**config.mk**
```make
export PLATFORM = sky130hd
export DESIGN_NAME = iso8601_timestamp_parser_top
export DESIGN_NICKNAME = d
export VERILOG_FILES = /design/src/design/iso8601_ts_pkg.sv /design/src/design/iso8601_ts_queue.sv /design/src/design/iso8601_ts_front.sv /design/src/design/iso8601_ts_back.sv /design/src/design/iso8601_timestamp_parser_top.sv
export VERILOG_INCLUDE_DIRS = /design/src /design/src/design
export SDC_FILE = /design/constraint.sdc
export NUM_CORES = 1
export LEC_CHECK = 0
export ABC_AREA = 1
export BUFFER_PORTS_ARGS = -buffer_cell sky130_fd_sc_hd__buf_2
export CELL_PAD_IN_SITES_DETAIL_PLACEMENT = 1
export CELL_PAD_IN_SITES_GLOBAL_PLACEMENT = 2
export CORE_UTILIZATION = 38
export DETAILED_ROUTE_END_ITERATION = 8
export PLACE_DENSITY = 0.77
export SLEW_MARGIN = 40
export SYNTH_ARGS = -nofsm -noshare
export SYNTH_HDL_FRONTEND = slang
export SYNTH_SLANG_ARGS = --single-unit
```
**constraint.sdc**
```tcl
create_clock -name clk_i -period 4.8 [get_ports clk_i]
set_input_delay 0.72 -clock clk_i [delete_from_list [all_inputs] [get_ports clk_i]]
set_output_delay 0.72 -clock clk_i [all_outputs]
set_load 0.05 [all_outputs]
```
**src/design/assert_macros.svh**
```systemverilog
// ---------------------------------------------------------------------------
// Assertion macros
// Shared concurrent assertion forms for the timestamp parser RTL.
// ---------------------------------------------------------------------------
`ifndef ASSERT_MACROS_SVH
`define ASSERT_MACROS_SVH

// Property holds at every clock edge outside reset.
`define ASSERT_ALWAYS(lbl, clk, rst_n, expr) \
  lbl: assert property (@(posedge clk) disable iff (!rst_n) (expr)) \
    else $error("assertion failed");

// Antecedent implies consequent in the same cycle.
`define ASSERT_IMPL(lbl, clk, rst_n, ante, cons) \
  lbl: assert property (@(posedge clk) disable iff (!rst_n) (ante) |-> (cons)) \
    else $error("assertion failed");

// Antecedent implies consequent in the next cycle.
`define ASSERT_NEXT(lbl, clk, rst_n, ante, cons) \
  lbl: assert property (@(posedge clk) disable iff (!rst_n) (ante) |=> (cons)) \
    else $error("assertion failed");

`endif

```
**src/design/iso8601_ts_pkg.sv**
```systemverilog
// ---------------------------------------------------------------------------
// iso8601_ts_pkg
// Types, constants and position tables of the timestamp parser.
// ---------------------------------------------------------------------------
`timescale 1ns / 1ps

package iso8601_ts_pkg;

  localparam int unsigned QDepth   = 2;
  localparam int unsigned QPtrW    = 1;
  localparam int unsigned QCntW    = 2;
  localparam int unsigned PosW     = 5;
  localparam int unsigned AccW     = 14;
  localparam logic [PosW-1:0] LastPos = 5'd19;

  typedef enum logic [2:0] {
    SEP_NONE,
    SEP_DASH,
    SEP_TEE,
    SEP_COLON,
    SEP_ZED
  } sep_e;

  // classified character, front to back
  typedef struct packed {
    logic       first;
    logic       is_digit;
    logic [3:0] digit;
    sep_e       sep;
  } item_t;

  // result item, ok in the lowest bit
  typedef struct packed {
    logic [5:0]  second_of_minute;
    logic [5:0]  minute_of_hour;
    logic [4:0]  hour_of_day;
    logic [4:0]  day_of_month;
    logic [3:0]  month_index;
    logic [12:0] years_since_1900;
    logic        ok;
  } result_t;

  function automatic sep_e sep_at(input logic [PosW-1:0] pos);
    sep_e s;
    case (pos)
      5'd4, 5'd7:   s = SEP_DASH;
      5'd10:        s = SEP_TEE;
      5'd13, 5'd16: s = SEP_COLON;
      5'd19:        s = SEP_ZED;
      default:      s = SEP_NONE;
    endcase
    return s;
  endfunction

  function automatic logic field_start(input logic [PosW-1:0] pos);
    return (pos == 5'd0) || (pos == 5'd5) || (pos == 5'd8) ||
           (pos == 5'd11) || (pos == 5'd14) || (pos == 5'd17);
  endfunction

endpackage

```
**src/design/iso8601_ts_queue.sv**
```systemverilog
// ---------------------------------------------------------------------------
// iso8601_ts_queue
// Two-entry register queue of classified items between front and back.
// ---------------------------------------------------------------------------
`timescale 1ns / 1ps
`include "assert_macros.svh"

module iso8601_ts_queue
  import iso8601_ts_pkg::*;
(
  input  logic  clk_i,
  input  logic  rst_ni,
  input  logic  push_valid_i,
  output logic  push_ready_o,
  input  item_t push_item_i,
  output logic  pop_valid_o,
  input  logic  pop_ready_i,
  output item_t pop_item_o
);

  item_t             mem_q [QDepth];
  logic [QPtrW-1:0]  wr_ptr_q, wr_ptr_d;
  logic [QPtrW-1:0]  rd_ptr_q, rd_ptr_d;
  logic [QCntW-1:0]  cnt_q, cnt_d;
  logic              push, pop;

  assign push_ready_o = (cnt_q != QCntW'(QDepth));
  assign pop_valid_o  = (cnt_q != '0);
  assign pop_item_o   = mem_q[rd_ptr_q];
  assign push         = push_valid_i && push_ready_o;
  assign pop          = pop_valid_o && pop_ready_i;

  always_comb begin
    wr_ptr_d = push ? wr_ptr_q + 1'b1 : wr_ptr_q;
    rd_ptr_d = pop  ? rd_ptr_q + 1'b1 : rd_ptr_q;
    cnt_d    = cnt_q;
    if (push && !pop) begin
      cnt_d = cnt_q + 1'b1;
    end else if (pop && !push) begin
      cnt_d = cnt_q - 1'b1;
    end
  end

  always_ff @(posedge clk_i or negedge rst_ni) begin
    if (!rst_ni) begin
      wr_ptr_q <= '0;
      rd_ptr_q <= '0;
      cnt_q    <= '0;
    end else begin
      wr_ptr_q <= wr_ptr_d;
      rd_ptr_q <= rd_ptr_d;
      cnt_q    <= cnt_d;
    end
  end

  always_ff @(posedge clk_i) begin
    if (push) begin
      mem_q[wr_ptr_q] <= push_item_i;
    end
  end

  `ASSERT_ALWAYS(a_cnt_bound, clk_i, rst_ni, cnt_q <= QCntW'(QDepth))
  `ASSERT_IMPL(a_ptr_track, clk_i, rst_ni, cnt_q == '0 || cnt_q == QCntW'(QDepth),
               wr_ptr_q == rd_ptr_q)

endmodule

```
**src/design/iso8601_ts_front.sv**
```systemverilog
// ---------------------------------------------------------------------------
// iso8601_ts_front
// Input side: accepts characters and classifies them as digit or separator.
// ---------------------------------------------------------------------------
`timescale 1ns / 1ps

module iso8601_ts_front
  import iso8601_ts_pkg::*;
(
  input  logic       s_axis_tvalid,
  output logic       s_axis_tready,
  input  logic [7:0] s_axis_tdata,
  input  logic       s_axis_tuser,
  output logic       push_valid_o,
  input  logic       push_ready_i,
  output item_t      push_item_o
);

  assign s_axis_tready = push_ready_i;
  assign push_valid_o  = s_axis_tvalid;

  always_comb begin
    push_item_o.first    = s_axis_tuser;
    push_item_o.is_digit = (s_axis_tdata >= 8'h30) && (s_axis_tdata <= 8'h39);
    // low nibble of '0'..'9' is the digit value
    push_item_o.digit    = s_axis_tdata[3:0];
    case (s_axis_tdata)
      8'h2D:   push_item_o.sep = SEP_DASH;
      8'h54:   push_item_o.sep = SEP_TEE;
      8'h3A:   push_item_o.sep = SEP_COLON;
      8'h5A:   push_item_o.sep = SEP_ZED;
      default: push_item_o.sep = SEP_NONE;
    endcase
  end

endmodule

```
**src/design/iso8601_ts_back.sv**
```systemverilog
// ---------------------------------------------------------------------------
// iso8601_ts_back
// Parse engine: position counter, decimal accumulator, range checks and
// the registered result stage.
// ---------------------------------------------------------------------------
`timescale 1ns / 1ps
`include "assert_macros.svh"

module iso8601_ts_back
  import iso8601_ts_pkg::*;
(
  input  logic        clk_i,
  input  logic        rst_ni,
  input  logic        pop_valid_i,
  output logic        pop_ready_o,
  input  item_t       pop_item_i,
  output logic        m_axis_tvalid,
  input  logic        m_axis_tready,
  output logic [39:0] m_axis_tdata
);

  logic [PosW-1:0] pos_q, pos_d;
  logic            fin_q, fin_d;
  logic [AccW-1:0] acc_q, acc_d;
  logic [12:0]     year_q, year_d;
  logic [3:0]      month_q, month_d;
  logic [4:0]      day_q, day_d;
  logic [4:0]      hour_q, hour_d;
  logic [5:0]      minute_q, minute_d;
  logic            out_valid_q, out_valid_d;
  result_t         out_q, out_d;

  logic            pop, active;
  logic [PosW-1:0] pos;
  sep_e            exp_sep;
  logic [AccW-1:0] acc_new;
  logic            fail, good, emit;

  assign pop_ready_o   = !out_valid_q || m_axis_tready;
  assign pop           = pop_valid_i && pop_ready_o;
  assign m_axis_tvalid = out_valid_q;
  assign m_axis_tdata  = out_q;

  always_comb begin
    active  = pop && (pop_item_i.first || !fin_q);
    pos     = pop_item_i.first ? '0 : pos_q;
    exp_sep = sep_at(pos);
    acc_new = field_start(pos) ? AccW'(pop_item_i.digit)
            : AccW'((17'(acc_q) << 3) + (17'(acc_q) << 1) + 17'(pop_item_i.digit));
    fail    = 1'b0;
    good    = 1'b0;

    pos_d    = pos_q;
    fin_d    = fin_q;
    acc_d    = acc_q;
    year_d   = year_q;
    month_d  = month_q;
    day_d    = day_q;
    hour_d   = hour_q;
    minute_d = minute_q;

    if (active) begin
      if (exp_sep != SEP_NONE) begin
        if (pop_item_i.sep != exp_sep) begin
          fail = 1'b1;
        end else if (pos == LastPos) begin
          good = 1'b1;
        end
      end else if (!pop_item_i.is_digit) begin
        fail = 1'b1;
      end else begin
        acc_d = acc_new;
        case (pos)
          5'd3: begin
            fail   = (acc_new < 14'd1900);
            year_d = 13'(acc_new - 14'd1900);
          end
          5'd6: begin
            fail    = (acc_new == '0) || (acc_new > 14'd12);
            month_d = 4'(acc_new - 14'd1);
          end
          5'd9: begin
            fail  = (acc_new == '0) || (acc_new > 14'd31);
            day_d = acc_new[4:0];
          end
          5'd12: begin
            fail   = (acc_new > 14'd23);
            hour_d = acc_new[4:0];
          end
          5'd15: begin
            fail     = (acc_new > 14'd59);
            minute_d = acc_new[5:0];
          end
          5'd18: begin
            fail = (acc_new > 14'd59);
          end
          default: begin
          end
        endcase
      end
      if (fail || good) begin
        fin_d = 1'b1;
      end else begin
        fin_d = 1'b0;
        pos_d = pos + 1'b1;
      end
      if (pop_item_i.first && (fail || good)) begin
        pos_d = '0;
      end
    end
    emit = active && (fail || good);

    out_valid_d = out_valid_q;
    out_d       = out_q;
    if (emit) begin
      out_valid_d          = 1'b1;
      out_d                = '0;
      out_d.ok             = good;
      if (good) begin
        out_d.years_since_1900 = year_q;
        out_d.month_index      = month_q;
        out_d.day_of_month     = day_q;
        out_d.hour_of_day      = hour_q;
        out_d.minute_of_hour   = minute_q;
        out_d.second_of_minute = acc_q[5:0];
      end
    end else if (m_axis_tready) begin
      out_valid_d = 1'b0;
    end
  end

  always_ff @(posedge clk_i or negedge rst_ni) begin
    if (!rst_ni) begin
      pos_q       <= '0;
      fin_q       <= 1'b1;
      acc_q       <= '0;
      out_valid_q <= 1'b0;
    end else begin
      pos_q       <= pos_d;
      fin_q       <= fin_d;
      acc_q       <= acc_d;
      out_valid_q <= out_valid_d;
    end
  end

  always_ff @(posedge clk_i) begin
    year_q   <= year_d;
    month_q  <= month_d;
    day_q    <= day_d;
    hour_q   <= hour_d;
    minute_q <= minute_d;
    out_q    <= out_d;
  end

  `ASSERT_ALWAYS(a_pos_range, clk_i, rst_ni, pos_q <= LastPos)
  `ASSERT_IMPL(a_ok_ranges, clk_i, rst_ni, out_valid_q && out_q.ok,
               out_q.month_index <= 4'd11 && out_q.hour_of_day <= 5'd23 &&
               out_q.minute_of_hour <= 6'd59 && out_q.second_of_minute <= 6'd59)
  `ASSERT_IMPL(a_fail_zero, clk_i, rst_ni, out_valid_q && !out_q.ok,
               out_q == result_t'('0))
  `ASSERT_NEXT(a_emit_done, clk_i, rst_ni, emit, fin_q && out_valid_q)

endmodule

```
**src/design/iso8601_timestamp_parser_top.sv**
```systemverilog
// ---------------------------------------------------------------------------
// iso8601_timestamp_parser_top
// Character-serial parser for UTC timestamps YYYY-MM-DDTHH:MM:SSZ.
// ---------------------------------------------------------------------------
// Usage:
//   s_axis carries one ASCII character per item in tdata; tuser flags the
//   first character of a timestamp and restarts parsing. Without a flagged
//   item the block stays idle and drops characters (also after reset).
//   m_axis carries one result per timestamp, on the closing 'Z' or on the
//   first bad character; later characters are dropped until the next flag.
//   Throughput is one character per cycle while m_axis is not stalled, set
//   by the combinational compare and multiply-by-ten step of the parse engine.
//   An accepted character is stored in the two-entry classify queue; the
//   result that it completes is then held in the result register.
//   When the receiver stalls, the result register holds its item and the
//   queue absorbs up to two characters before s_axis_tready drops.
//   Reset clears the queue and the output and leaves the parser idle.
// ---------------------------------------------------------------------------
`timescale 1ns / 1ps

module iso8601_timestamp_parser_top
  import iso8601_ts_pkg::*;
(
  input  logic        clk_i,
  input  logic        rst_ni,
  input  logic        s_axis_tvalid,
  output logic        s_axis_tready,
  input  logic [7:0]  s_axis_tdata,   // character[7:0]
  input  logic        s_axis_tuser,   // first
  output logic        m_axis_tvalid,
  input  logic        m_axis_tready,
  output logic [39:0] m_axis_tdata    // ok, years_since_1900[13], month_index[4],
                                      // day_of_month[5], hour_of_day[5],
                                      // minute_of_hour[6], second_of_minute[6]
);

  logic  push_valid, push_ready;
  item_t push_item;
  logic  pop_valid, pop_ready;
  item_t pop_item;

  iso8601_ts_front u_front (
    .s_axis_tvalid (s_axis_tvalid),
    .s_axis_tready (s_axis_tready),
    .s_axis_tdata  (s_axis_tdata),
    .s_axis_tuser  (s_axis_tuser),
    .push_valid_o  (push_valid),
    .push_ready_i  (push_ready),
    .push_item_o   (push_item)
  );

  iso8601_ts_queue u_queue (
    .clk_i        (clk_i),
    .rst_ni       (rst_ni),
    .push_valid_i (push_valid),
    .push_ready_o (push_ready),
    .push_item_i  (push_item),
    .pop_valid_o  (pop_valid),
    .pop_ready_i  (pop_ready),
    .pop_item_o   (pop_item)
  );

  iso8601_ts_back u_back (
    .clk_i         (clk_i),
    .rst_ni        (rst_ni),
    .pop_valid_i   (pop_valid),
    .pop_ready_o   (pop_ready),
    .pop_item_i    (pop_item),
    .m_axis_tvalid (m_axis_tvalid),
    .m_axis_tready (m_axis_tready),
    .m_axis_tdata  (m_axis_tdata)
  );

endmodule
```
Word-level counts from Yosys, hierarchy flattened:

Memories as Yosys holds them, arrays and structs flattened.
Cells that the tools add are included.

* add/subtract/negate cells: 9
* magnitude comparators: 7
* eq/ne operators: 24
* multiplexer cells: 24
* bitwise operators: 1
* reduce and logical (&&, ||, !) cells: 39

Operators by type and width (count)
* equality test 5 x 4 -> 1 bit, second input constant: 8
* > comparator 14 x 5 -> 1 bit, second input constant: 2
* one-hot mux 3 bit (4 select lines): 2
* equality test 5 x 3 -> 1 bit, second input constant: 4
* equality test 5 bit, second input constant: 4
* AND reduction 4 bit: 5
* equality test 8 x 6 -> 1 bit, second input constant: 2
* equality test 8 x 7 -> 1 bit, second input constant: 2
* two-way mux 1 bit: 15
* two-way mux 5 bit: 3
* adder 14 bit: 1
* adder 14 x 4 -> 14 bit: 1
* > comparator 14 x 4 -> 1 bit, second input constant: 1
* > comparator 14 x 6 -> 1 bit, second input constant: 1
* zero test 14 bit: 1
* < comparator 14 x 11 -> 1 bit, second input constant: 1
* two-way mux 14 bit: 1
* subtractor 13 x 11 -> 13 bit, second input constant: 1
* logical OR 1 bit: 11
* greater-or-equal comparator 8 x 6 -> 1 bit, second input constant: 1
* <= comparator 8 x 6 -> 1 bit, second input constant: 1
* logical AND 1 bit: 8
* nonzero test 2 bit: 3
* OR reduction 2 bit: 3
* 16 further kinds: 22

* flip-flop bits (word level): 97
* RAM bits: 18
* bits of input ports: 13
* logic and storage cells: 124
* memories: 1

Memory list
* u_queue.mem_q: words 2, width 9, read ports 1, clocked after Yosys merged registers in 0, write ports 1, line iso8601_ts_queue.sv:21 `item_t mem_q [QDepth];`

Depth between registers and ports, before layout:

An unclocked memory read counts as a cell.

* depth in word-level cells: 19
* mapped depth: 29

Hierarchy:

Synthesis repeated with hierarchy kept, for this count alone.

* cells, all modules: 641
* area total of the unflattened synthesis: 6097.1 µm²

By module, submodules not included
* iso8601_ts_back: times used 1, cells each 526, area an instance 5016.1 µm², seq. area each 2693.8 µm²
* iso8601_ts_queue: times used 1, cells each 75, area an instance 898.4 µm², seq. area each 640.6 µm²
* iso8601_ts_front: times used 1, cells each 40, area an instance 182.7 µm², seq. area each 0.0 µm²

Worst setup path before layout:

OpenSTA, ideal clock, no wires.

* path kind: reg-to-reg
* from: reg u_queue.rd_ptr_q
* to: reg u_back.out_q, in the netlist u_back.m_axis_tdata[0] (enable)
* setup time: 395 ps
* data arrival time: 3994 ps
* path slack: 412 ps
* cell stages (with the launch flop): 27
* path buffers: 2
* period minus slack after synthesis: 4388 ps
* cells stage by stage: dfrtp_1 buf_6 nand2_4 nand2_4 nand2_1 inv_1 ha_1 or2_2 nand3_2 nand3_4 buf_8 o21ai_0 inv_1 ha_1 nand2_1 nand2_1 nor2_1 nand2_1 nand2_1 nand2_1 nand2_1 nor2_2 nand3_2 nand2_2 nand2_1 nand2_1 inv_1

* longest elaborated chain between the ends: 18

RTL lines
* from (decl): line iso8601_ts_queue.sv:23 `logic [QPtrW-1:0] rd_ptr_q, rd_ptr_d;`
* from (signal assigned): line iso8601_ts_queue.sv:51 `rd_ptr_q <= rd_ptr_d;`
* memory read (2 x 9 bit) *
* branches (longest 7 deep; another with adder 14 x 4 -> 14 bit)
* two-way mux 14 bit *: line iso8601_ts_back.sv:48 `acc_new = field_start(pos) ? AccW'(pop_item_i.digit)`
* net u_back.acc_new[1]: line iso8601_ts_back.sv:36 `logic [AccW-1:0] acc_new;`
* > comparator 14 x 5 -> 1 bit, or another cell as far along: line iso8601_ts_back.sv:83 `fail = (acc_new == '0) || (acc_new > 14'd31);`
* logical OR 1 bit (on tied branches): line iso8601_ts_back.sv:83, iso8601_ts_back.sv:79
* one-hot mux 1 bit (5 select lines) *: line iso8601_ts_back.sv:73 `case (pos)`
* two-way mux 1 bit *: line iso8601_ts_back.sv:69 `end else if (!pop_item_i.is_digit) begin`
* two-way mux 1 bit *: line iso8601_ts_back.sv:63 `if (exp_sep != SEP_NONE) begin`
* two-way mux 1 bit * (2 in a row): line iso8601_ts_back.sv:62 `if (active) begin`
* logical OR 1 bit *: line iso8601_ts_back.sv:111 `emit = active && (fail || good);`
* logical AND 1 bit *: line iso8601_ts_back.sv:111
* net u_back.emit: line iso8601_ts_back.sv:37 `logic fail, good, emit;`
* to (signal assigned): line iso8601_ts_back.sv:152 `out_q <= out_d;`
* to (decl): line iso8601_ts_back.sv:31 `result_t out_q, out_d;`

Mark *: on every way through the listed nets, which the timed path passes. The select of a mux whose other input is x is not followed.
A chain may end at the register's enable or synchronous reset.

Final worst setup path:

* from: reg u_queue.rd_ptr_q
* to: reg u_back.out_q, in the netlist u_back.m_axis_tdata[10] (enable)

Same word-level chain as after synthesis.

==> results_dict.tcl <==
set metrics [dict create \
    cap_violations 0 \
    worst-path-stages 26 \
    synth-compound-area-share_pct 4.27 \
    final_antenna_net_count 0 \
    regArea_um2 3330 \
    cts.path.max_buffers 2 \
    syn_nets 695 \
    die_w_um 131 \
    required_ns 4.89 \
    dp_hpwl_um 11200 \
    yosys_warnings 0 \
    synth_area_per_cell_um2 9.73 \
    final_cells 945 \
    routed_via_density 4.72 \
    pwr-share-clk_pct 23.3 \
    start_util_pct 39.2 \
    slew_headroom_pct 50.1 \
    via_count 4463 \
    nFillCells 1861 \
    yosys.area_share.simple_pct 23.3 \
    io_pins 55 \
    synth_flop_cell "edfxtp_1" \
    drive_above_1_share_pct 20.3 \
    crit_end "u_back.m_axis_tdata[10]" \
    netlist_area_um2 6280 \
    drcViolationCount 0 \
    rsz0062_at_grt "no" \
    totalNegativeSetupSlack_ns 0 \
    synth_xor_area_share_pct 2.79 \
    power_frac_comb_pct 47.0 \
    io_buffers 54 \
    intPower_w 0.00297 \
    grt_use_total_pct 18.7 \
    die_area_um2 17000 \
    crit_path_start "u_queue.rd_ptr_q" \
    dieHeight_um 131 \
    final.period_utilization_pct 90.7 \
    placed_area_um2 6790 \
    yosysSeqAreaShare_pct 53.1 \
    fin_worst_skew_ns 0.0104 \
    grt_pass1_vias 4530 \
    wl_per_cell_um 15.5 \
    grt_pass1_wl_um 23400 \
    ys_ff_latch 115 \
    nets 767 \
    clockRootBuffer "clkbuf_16" \
    critPathMaxStageDelay_ns 0.46 \
    grt.overflow.total 0 \
    finalSetupViolations 0 \
    hold_path_class "input pin to asynchronous set/reset pin" \
    synthToLayoutAreaGrowth_pct 18.0 \
    p_leak_nw 3.46 \
    synth_top_family_by_area "simple AND/OR/NAND/NOR gates" \
    critPathLaunchType "flop" \
    drt_first_pass_iters 4 \
    antenna_cells 0 \
    tightest_slew_ns 0.745 \
    h-tree-depth 4 \
    worst-path-max-fanout 40 \
    grt_max_degree 41 \
    core_um2 16000 \
    cts_tree "yes" \
    stdcell_area_um2 7410 \
    cts_made_buffers 17 \
    switching_share_pct 44.4 \
    r2r_setup_slack_ns 0.45 \
    critical_path_buf_inv_count 6 \
    multi_input_area_um2 2430 \
    synthDistinctLibCells 42 \
    placed_cells 911 \
    synthAdderAreaFrac_pct 7.62 \
    worstReg2RegEnd "u_back.m_axis_tdata[10]" \
    antenna_found_initial 0 \
    period_needed_ns 4.35 \
    cts_sinks 115 \
    timing.fmax_ghz 0.230 \
    peakVddDrop_uv 301 \
    seqPwrFrac_pct 29.7 \
    worstSetupPathType "flop to flop" \
    wl_um 14600 \
    rows 46 \
    status "completed" \
    critPathSlowestCell "dfrtp_1" \
    hold_viol_final 0 \
    syn_inst 645 \
    ff2ff_path_depth 26 \
    report.final.slew_viol_count 0 \
    muxShareOfSynthArea_pct 0.638 \
    synth_edf_count 91 \
    hold_buffers 0 \
    power_switching_w 0.00237 \
    gp_congestion 0.811 \
    post-route-util_pct 46.3 \
    first_iter_violations 170 \
    r2r-start "u_queue.rd_ptr_q" \
    cp.arrival_ns 4.45 \
    synthArstFlopShare_pct 20.9 \
    clk_latency_ns 0.42 \
    clk_pin_slew_ns 0.06 \
    worstSetupEndpointType "flop" \
    path_delay_family "simple AND/OR/NAND/NOR gates" \
    crit_top_cell "nand2_1" \
    power_density_nw_per_um2 721 \
]
==> area by class of cell <==
type | instances | share of cell area [%]
multi-input combinational | 404 | 32.8
clock inverter | 11 | 1.86
inverter | 117 | 5.98
timing repair buffer | 62 | 4.80
clock buffer | 20 | 5.89
sequential | 115 | 45.0
tap | 216 | 3.65
==> worst reg2reg max path, cell delays in order (launching register included) <==
cell and delay (ns):
dfrtp_1 0.46, buf_4 0.21, nand2_4 0.08, nand2_4 0.08, nand2_1 0.17, inv_1 0.09, ha_1 0.27, or2_2 0.32
nand3_2 0.12, nand3_4 0.25, o21ai_0 0.36, inv_1 0.18, ha_1 0.24, nand2_1 0.07, inv_1 0.05, nor2_1 0.11
nand3_1 0.08, nand2_1 0.06, nand2_1 0.05, nand2_1 0.08, nor2_2 0.04, nand3_2 0.06, nand2_2 0.08, nand2_1 0.06
nand2_1 0.08, inv_1 0.11, buf_12 0.23
==> layer usage <==
layer  global-route usage [%]  vias up  part of all wire [%]
met5                        0        -                     0
met4                     6.09        0                  0.95
met3                     4.60       13                   3.6
met2                     31.5       85                    49
met1                     23.5     2144                    46
li1                         -     2221                     -
==> logic make-up (layout without fill, tap and decap cells) <==
group	count (synthesis)	after routing
compound gates	45	45
xor+xnor	20	20
fa+ha+maj	37	37
buf+inv	126	210
flops	115	115
mux	4	4
simple gates	298	298
==> sequential cells by signal, indices dropped and copies added (netlist names) <==
signal	cells
u_queue.rd_ptr_q	1
u_back.minute_q	6
u_back.m_axis_tdata	40
u_queue.mem_q	18
u_back.month_q	4
u_back.year_q	13
u_back.hour_q	5
u_queue.cnt_q	2
u_back.m_axis_tvalid	1
u_back.acc_q	13
u_queue.wr_ptr_q	1
u_back.day_q	5
u_back.fin_q	1
u_back.pos_q	5
==> worst min path at each step <==
stage / cells after the start / start / slack [ns] / endpoint
after global placement: 1 / u_queue.cnt_q[0] / 0.49 / u_queue.cnt_q[0]
after CTS: 1 / rst_ni / 0.35 / u_back.acc_q[12]
final: 1 / rst_ni / 0.32 / u_back.acc_q[12]
after floorplan: 0 / rst_ni / 0.42 / u_back.acc_q[0]
after global routing: 1 / rst_ni / 0.38 / u_back.acc_q[12]
after detailed placement: 2 / u_back.fin_q / 0.48 / u_back.fin_q
==> power by group through the flow <==
stage	Combinational (W)	Clock (W)	Sequential, W
after floorplan	0.00132	0	0.00210
after global placement	0.00242	0	0.00160
after detailed placement	0.00247	0	0.00161
after CTS	0.00249	0.00127	0.00159
after global routing	0.00278	0.00130	0.00162
final	0.00251	0.00125	0.00158
==> placed cells by master (no fill, tap or decap), types with 3 or more instances in the layout <==
| master | netlist | layout |
|---|---|---|
| nand3_1 | 31 | 31 |
| nor2_4 | 13 | 13 |
| nand3_4 | 5 | 5 |
| ha_1 | 35 | 35 |
| nand3_2 | 3 | 3 |
| edfxtp_1 | 91 | 91 |
| clkbuf_16 | 0 | 17 |
| dfrtp_1 | 23 | 23 |
| clkbuf_1 | 4 | 3 |
| buf_4 | 1 | 6 |
| o21ai_0 | 18 | 17 |
| o21ai_1 | 2 | 3 |
| nand2_4 | 4 | 4 |
| a21oi_2 | 4 | 4 |
| nand2_1 | 135 | 134 |
| xor2_1 | 11 | 11 |
| nand4_1 | 10 | 10 |
| nor2_2 | 5 | 6 |
| a21oi_1 | 14 | 14 |
| or2_2 | 4 | 4 |
| nor2_1 | 73 | 72 |
| nand2_2 | 8 | 9 |
| clkinv_2 | 1 | 5 |
| inv_1 | 110 | 110 |
| bufinv_16 | 0 | 3 |
| mux2i_1 | 4 | 4 |
| buf_2 | 0 | 54 |
| xnor2_1 | 9 | 9 |
| inv_2 | 5 | 4 |
==> metrics by stage <==
stage | total power [W] | worst slack (ns) | hold slack (ns)
after floorplan | 0.00341 | 0.412 | 0.424
after global placement | 0.00402 | 0.539 | 0.487
after detailed placement | 0.00408 | 0.356 | 0.485
after CTS | 0.00535 | 0.322 | 0.355
after global routing | 0.00569 | 0.0468 | 0.380
final | 0.00534 | 0.446 | 0.324
==> repair_timing <==
item	CTS	global route
endpoints found under the setup margin	0	40
gates resized for setup	0	1
buffers inserted	0	3
==> cell usage after synthesis, types with 5 or more instances <==
master | n | area [um2]
xor2_1 | 11 | 96.3
inv_2 | 5 | 18.8
o21ai_0 | 18 | 90.1
nand4_1 | 10 | 62.6
a21oi_1 | 14 | 70.1
nand2_1 | 135 | 507
edfxtp_1 | 91 | 2730
nand3_4 | 5 | 87.6
nor2_4 | 13 | 146
nand2_2 | 8 | 50.1
nor2_1 | 73 | 274
dfrtp_1 | 23 | 576
nand3_1 | 31 | 155
ha_1 | 35 | 438
inv_1 | 110 | 413
xnor2_1 | 9 | 78.8
nor2_2 | 5 | 31.3
Note: power is estimated with default switching activity, not from simulation.
